## src/design/hif_pkg.sv

```systemverilog
// ---------------------------------------------------------------------------
// hif_pkg
// Shared widths, beat types and limits for the HLL interface flux block.
// ---------------------------------------------------------------------------
`default_nettype none

package hif_pkg;

  localparam int unsigned DATA_WIDTH = 32;
  localparam int unsigned FRAC_BITS  = 16;

  // bounds, differences and sums: one guard bit
  localparam int unsigned LW = DATA_WIDTH + 1;
  // product of two LW operands and their sum
  localparam int unsigned PW = 2 * LW;
  localparam int unsigned AW = PW + 1;
  // high part of lmax*lmin times du
  localparam int unsigned HW = (PW - DATA_WIDTH) + LW;
  // full numerator and its magnitude
  localparam int unsigned NW_A = 3 * DATA_WIDTH;
  localparam int unsigned NW_B = 2 * DATA_WIDTH + 1 + FRAC_BITS;
  localparam int unsigned NW   = ((NW_A > NW_B) ? NW_A : NW_B) + 1;
  localparam int unsigned MW   = NW - 1;
  // divisor, remainder and compare widths
  localparam int unsigned DW = LW + FRAC_BITS;
  localparam int unsigned RW = DW + DATA_WIDTH;
  localparam int unsigned CW = (MW > RW) ? MW : RW;
  // quotient bits plus the rounding bit
  localparam int unsigned QW = DATA_WIDTH + 1;
  localparam int unsigned NCELL = QW;
  // start accept to done strobe: six front stages, the cells, the output
  localparam int unsigned LATENCY = 6 + NCELL + 1;

  localparam logic [QW-1:0] LIM_POS = {2'b00, {(DATA_WIDTH-1){1'b1}}};
  localparam logic [QW-1:0] LIM_NEG = {2'b01, {(DATA_WIDTH-1){1'b0}}};

  localparam logic signed [DATA_WIDTH-1:0] CORR_MAX = {1'b0, {(DATA_WIDTH-1){1'b1}}};
  localparam logic signed [DATA_WIDTH-1:0] CORR_MIN = {1'b1, {(DATA_WIDTH-1){1'b0}}};

  typedef struct packed {
    logic signed [DATA_WIDTH-1:0] out_speed_int;
    logic signed [DATA_WIDTH-1:0] in_speed_int;
    logic signed [DATA_WIDTH-1:0] out_speed_ext;
    logic signed [DATA_WIDTH-1:0] in_speed_ext;
    logic signed [DATA_WIDTH-1:0] state_int;
    logic signed [DATA_WIDTH-1:0] flux_int;
    logic signed [DATA_WIDTH-1:0] state_ext;
    logic signed [DATA_WIDTH-1:0] flux_ext;
  } hif_in_t;

  typedef struct packed {
    logic signed [DATA_WIDTH-1:0] correction;
    logic                         saturated;
  } hif_res_t;

  // beat handed from cell to cell in the divider chain
  typedef struct packed {
    logic          neg;
    logic          ovf;
    logic [RW-1:0] rem;
    logic [RW-1:0] dsh;
    logic [QW-1:0] quo;
  } hif_div_t;

endpackage

`default_nettype wire

```

## src/design/hif_div_cell.sv

```systemverilog
// ---------------------------------------------------------------------------
// hif_div_cell
// One restoring-division cell: one quotient bit per beat, then hand it on.
// ---------------------------------------------------------------------------
`default_nettype none

module hif_div_cell
  import hif_pkg::*;
(
  input  wire logic     clk_i,
  input  wire logic     rst_ni,
  input  wire logic     valid_i,
  input  wire hif_div_t div_i,
  output logic          valid_o,
  output hif_div_t      div_o
);

  logic          valid_q;
  hif_div_t      div_d, div_q;
  logic [RW:0]   diff;

  always_comb begin
    diff      = {1'b0, div_i.rem} - {1'b0, div_i.dsh};
    div_d     = div_i;
    div_d.quo = {div_i.quo[QW-2:0], ~diff[RW]};
    if (!diff[RW]) begin
      div_d.rem = diff[RW-1:0];
    end
    div_d.dsh = div_i.dsh >> 1;
  end

  always_ff @(posedge clk_i or negedge rst_ni) begin
    if (!rst_ni) begin
      valid_q <= 1'b0;
    end else begin
      valid_q <= valid_i;
    end
  end

  always_ff @(posedge clk_i) begin
    div_q <= div_d;
  end

  assign valid_o = valid_q;
  assign div_o   = div_q;

endmodule

`default_nettype wire

```

## config.mk

```make
export PLATFORM = sky130hd
export DESIGN_NAME = hif_div_cell
export DESIGN_NICKNAME = d
export VERILOG_FILES = /design/src/design/hif_pkg.sv /design/src/design/hif_div_cell.sv
export SDC_FILE = /design/constraint.sdc
export NUM_CORES = 1
export LEC_CHECK = 0
export ABC_AREA = 1
export BUFFER_PORTS_ARGS = -buffer_cell sky130_fd_sc_hd__buf_2
export CORE_ASPECT_RATIO = 0.7
export CORE_MARGIN = 5
export CORE_UTILIZATION = 53
export DETAILED_ROUTE_END_ITERATION = 16
export GPL_ROUTABILITY_DRIVEN = 0
export PLACE_DENSITY = 0.82
export SLEW_MARGIN = 20
export SYNTH_ARGS = -nofsm -noshare
export SYNTH_HDL_FRONTEND = slang
export SYNTH_SLANG_ARGS = --single-unit
```

## constraint.sdc

```tcl
create_clock -name clk_i -period 0.8 [get_ports clk_i]
set_input_delay 0.16 -clock clk_i [delete_from_list [all_inputs] [get_ports clk_i]]
set_output_delay 0.16 -clock clk_i [all_outputs]
set_load 0.05 [all_outputs]
```

==> impl_metrics.toml, run 1 <==
[synthesis]
synth_nets = 2420
syn_area_um2 = 13000
synth-seq-area-share = 0.305
ys_types = 35
yosysWarnings = 0
synth-seq-cells = 197
syn_inst = 2138
syn_avg_cell_area_um2 = 6.06

[clocking]
numCtsBuffers = 17
clockBufferDepth = 2
cts.sinks = 197
cts.htree.levels = 4
cts-root-buf = "clkbuf_16"

[run_status]
failing_step = "global routing"
error = "[ERROR GRT-0116] Global routing finished with congestion. Check the congestion regions in the DRC Viewer."
status = "did not finish"

[global_routing]
grt_max_degree = 35
grt_pass1_vias = 24606
grtUsageTotal = 0.675
grt_pass1_wl_um = 144000
overflow = 1

[placement]
place_ws_ns = -1.65
hpwl_um = 43900
numPortBuffers = 395

[die]
io_pins = 398
core.rowCount = 47
die_h_um = 141
initial_core_util = 0.543
dieWidth_um = 197
## metal layers
| metal | GRT usage | GRT overflow |
|---|---|---|
| met1 | 0.663 | 0 |
| met2 | 0.878 | 0 |
| met3 | 0.507 | 0 |
| met4 | 0.629 | 1 |
| met5 | 0.293 | 0 |
## cells in the mapped netlist, drive strengths merged
master / number / share of area
xor2: 44 / 0.030
dfrtp: 1 / 0.0019
ha: 81 / 0.078
a21oi: 87 / 0.034
conb: 1 / 0.00029
dfxtp: 196 / 0.30
nand4: 36 / 0.017
nand3b: 17 / 0.0098
and2: 2 / 0.00097
o21a: 1 / 0.00058
nor3: 23 / 0.0093
fa: 1 / 0.0015
o21bai: 14 / 0.0081
clkbuf: 9 / 0.0026
a21o: 1 / 0.00058
nor4: 2 / 0.00097
xnor2: 3 / 0.0020
inv: 486 / 0.14
nand2: 757 / 0.22
nand3: 100 / 0.040
nor2: 185 / 0.058
buf: 15 / 0.011
o21ai: 74 / 0.029
or2: 2 / 0.00097
## what timing repair did
item	4_1_cts
pin swaps	73
buffers inserted	50
cloned	16
hold buffers	175
hold endpoints to repair	174
setup endpoints to repair	279
gates resized for setup	380
## per-stage QoR
step / instance area [µm²] / cells
after floorplan: 14200 / 2138
after global placement: 18500 / 3091
after detailed placement: 18500 / 3091
after CTS: 23100 / 3364
## cells by family after synthesis
family / after synthesis / share of synthesized area
flip-flops: 197 / 0.305
AND/OR/NAND/NOR: 1124 / 0.357
buffers and inverters: 510 / 0.154
adder cells (fa/ha/maj): 82 / 0.0798
XOR/XNOR: 47 / 0.0318
other: 1 / 0.000289
AO/OA/AOI/OAI: 177 / 0.0723
==> run 2, diff against run 1 <==
Settings changed: CORE_ASPECT_RATIO 0.7 to not set, CORE_UTILIZATION 53 to 40, PLACE_DENSITY 0.82 to not set, PLACE_DENSITY_LB_ADDON set to 0.15.
==> impl_metrics.toml, run 2 <==
[run_status]
status = "complete, but fails checks"
violations = "setup timing"

[placement]
numPortBuffers = 395
hpwl_um = 40800
dp.cells = 3223

[sta]
finalSetupViolCount = 279
hold_viol = 0
post-route-min-period_ns = 1.85
setup-tns-final_ns = -136.01
timing.final.crit_share = 2.31
max_freq_ghz = 0.541
finalHoldWorstSlack_ns = 0.0354
rsz0062_at_grt = "true"
slew_violations = 0
layout_setup_ws_ns = -1.05

[worst_setup_path]
crit_chain = "buf_8, inv_6, ha_4, a21oi_4, nand2_2, a21oi_4, o21ai_4, a21oi_4, nand3_4, clkbuf_16, clkbuf_16, o21ai_1"
crit_slowest_cell = "a21oi_4"
startpoint = "div_i[85]"
cp-start-kind = "input pin"
crit_path_end_kind = "flip-flop"
path_class = "in2reg"
arrival_ns = 2.22
max_stage_delay_ns = 0.26
critical_path_required_ns = 1.17
cpMostUsedCell = "a21oi_4"
cp_max_fo = 7

[route]
drt_iter0_drc = 1482
vias = 17238
dr.pass1.iters = 8
postRouteWirelength_um = 62100
drc = 0
avgViaCountPerCell = 4.96
wl_per_cell_um = 17.9
ant_nets = 0

[synthesis]
async_flop_share = 0.00508
synth-seq-area-share = 0.305
syn_area_um2 = 13000
synth_largest_area_cell = "dfxtp_1"
syn_avg_cell_area_um2 = 6.06
yosysWarnings = 0
synth_nets = 2420
ys.flop_type = "dfxtp_1"
ys_types = 35
synth_edf_count = 0
yosys-top-cells-count = "nand2_1 (755), inv_1 (476), dfxtp_1 (196), nor2_1 (172), nand3_1 (98)"
netlist_top_cells_area = "dfxtp_1 (30%), nand2_1 (22%), inv_1 (14%)"
synth-seq-cells = 197
syn_inst = 2138
synth.top_cell.area_share = 0.303
yosysMostFrequentCell = "nand2_1"

[finish]
post-route-util = 0.789
syn_to_final_growth_pct = 96.7
drive_above_1_share = 0.486
antenna_cells = 0
largest_reg_flops = 196
layout_common_cells = "nand2_1 (605), inv_1 (420), buf_4 (289), dfxtp_2 (193), buf_2 (185)"
nets = 3306
final_common_cell = "nand2_1"
finalNonFillerCells = 3477

[global_routing]
overflow = 0
use_met2 = 0.481
globalRouteMet1Util = 0.381
antenna_found_initial = 0
grt-busiest-layer = "met2"
grt_pass1_vias = 16592
met3_usage = 0.0631
grtUsageTotal = 0.293
grt_max_degree = 35
grt_pass1_wl_um = 84000

[clocking]
clkTransAtPathRegs_ns = 0.07
cts-root-buf = "clkbuf_16"
clockBufferDepth = 2
cts_tree = "yes"
cts.sinks = 197
cts.htree.levels = 4
numCtsBuffers = 17

[die]
initial_core_util = 0.401
dieWidth_um = 190
die-area_um2 = 36100
core-area_um2 = 32300
io_pins = 398
core.rowCount = 66
die_h_um = 190

[pwr]
ir_worst_vdd_mv = 1.51
p_leak_nw = 13.0
powerDensity_nw_per_um2 = 1660

[min_path]
min_from = "div_i[114]"
min_path_type = "in2reg"

[run]
cap_violations = 0
## run 2: cell families (layout without fill, tap and decap cells)
kind of cell,count (synthesis),count (layout),synth area share
and+or+nand+nor,1124,1124,0.357
buffers and inverters,510,1407,0.154
DFF,197,197,0.305
AOI/OAI and AO/OA,177,177,0.0723
adders and majority gates,82,82,0.0798
xor gates and xnor gates,47,47,0.0318
other,1,1,0.000289
## run 2: layout make-up
cell class / count / area, µm²
Multi-Input combinational cell: 1431 / 9910
Clock inverter: 10 / 146
Tap cell: 442 / 553
Clock buffer: 20 / 457
Timing Repair Buffer: 891 / 8360
Fill cell: 2178 / 6800
Inverter: 486 / 1860
Sequential cell: 197 / 4190
## run 2: timing repair
item                                    in CTS  in global routing
hold buffers                               177                  2
endpoints found under the setup margin     279                279
hold endpoints to repair                   177                  2
gates resized for setup                    263               1106
pin swaps                                   28                 80
gates cloned                                 8                 10
setup buffers                               10                 17
## run 2: final timing paths
path	end	cells past startpoint
min	div_o[114]	4
max in group asynchronous	valid_o	3
max	div_o[115]	12
min in group asynchronous	valid_o	3
## run 2: per-stage QoR
step / area, µm² / worst slack [ns] / power (mW)
after global placement: 18700 / -1.58 / 26.4
after floorplan: 14200 / -0.938 / 21.1
after CTS: 22300 / -0.858 / 38.0
after detailed placement: 18700 / -1.56 / 26.5
after global routing: 25500 / -1.09 / 44.0
final: 25500 / -1.05 / 42.2
## run 2: report_power, final
part	switching (mW)	internal [mW]
Clock	4.09	5.09
Combinational	12.1	9.13
Sequential	0.723	11.1
Total	16.9	25.4
## run 2: critical path: cells and delay by family
family,cells,cell delay [ns]
adders and majority gates,1,0.21
buffers and inverters,4,0.56
AOI/OAI and AO/OA,5,0.99
and+or+nand+nor,2,0.28
## run 2: layer usage
metal,vias up,share of wire,wire length (µm)
met1,7966,0.39,24200
met4,2,0.042,2610
met5,-,0.00082,51
met2,873,0.47,29000
li1,8215,-,-
met3,182,0.10,6240
Note: power is estimated with default switching activity, not from simulation.
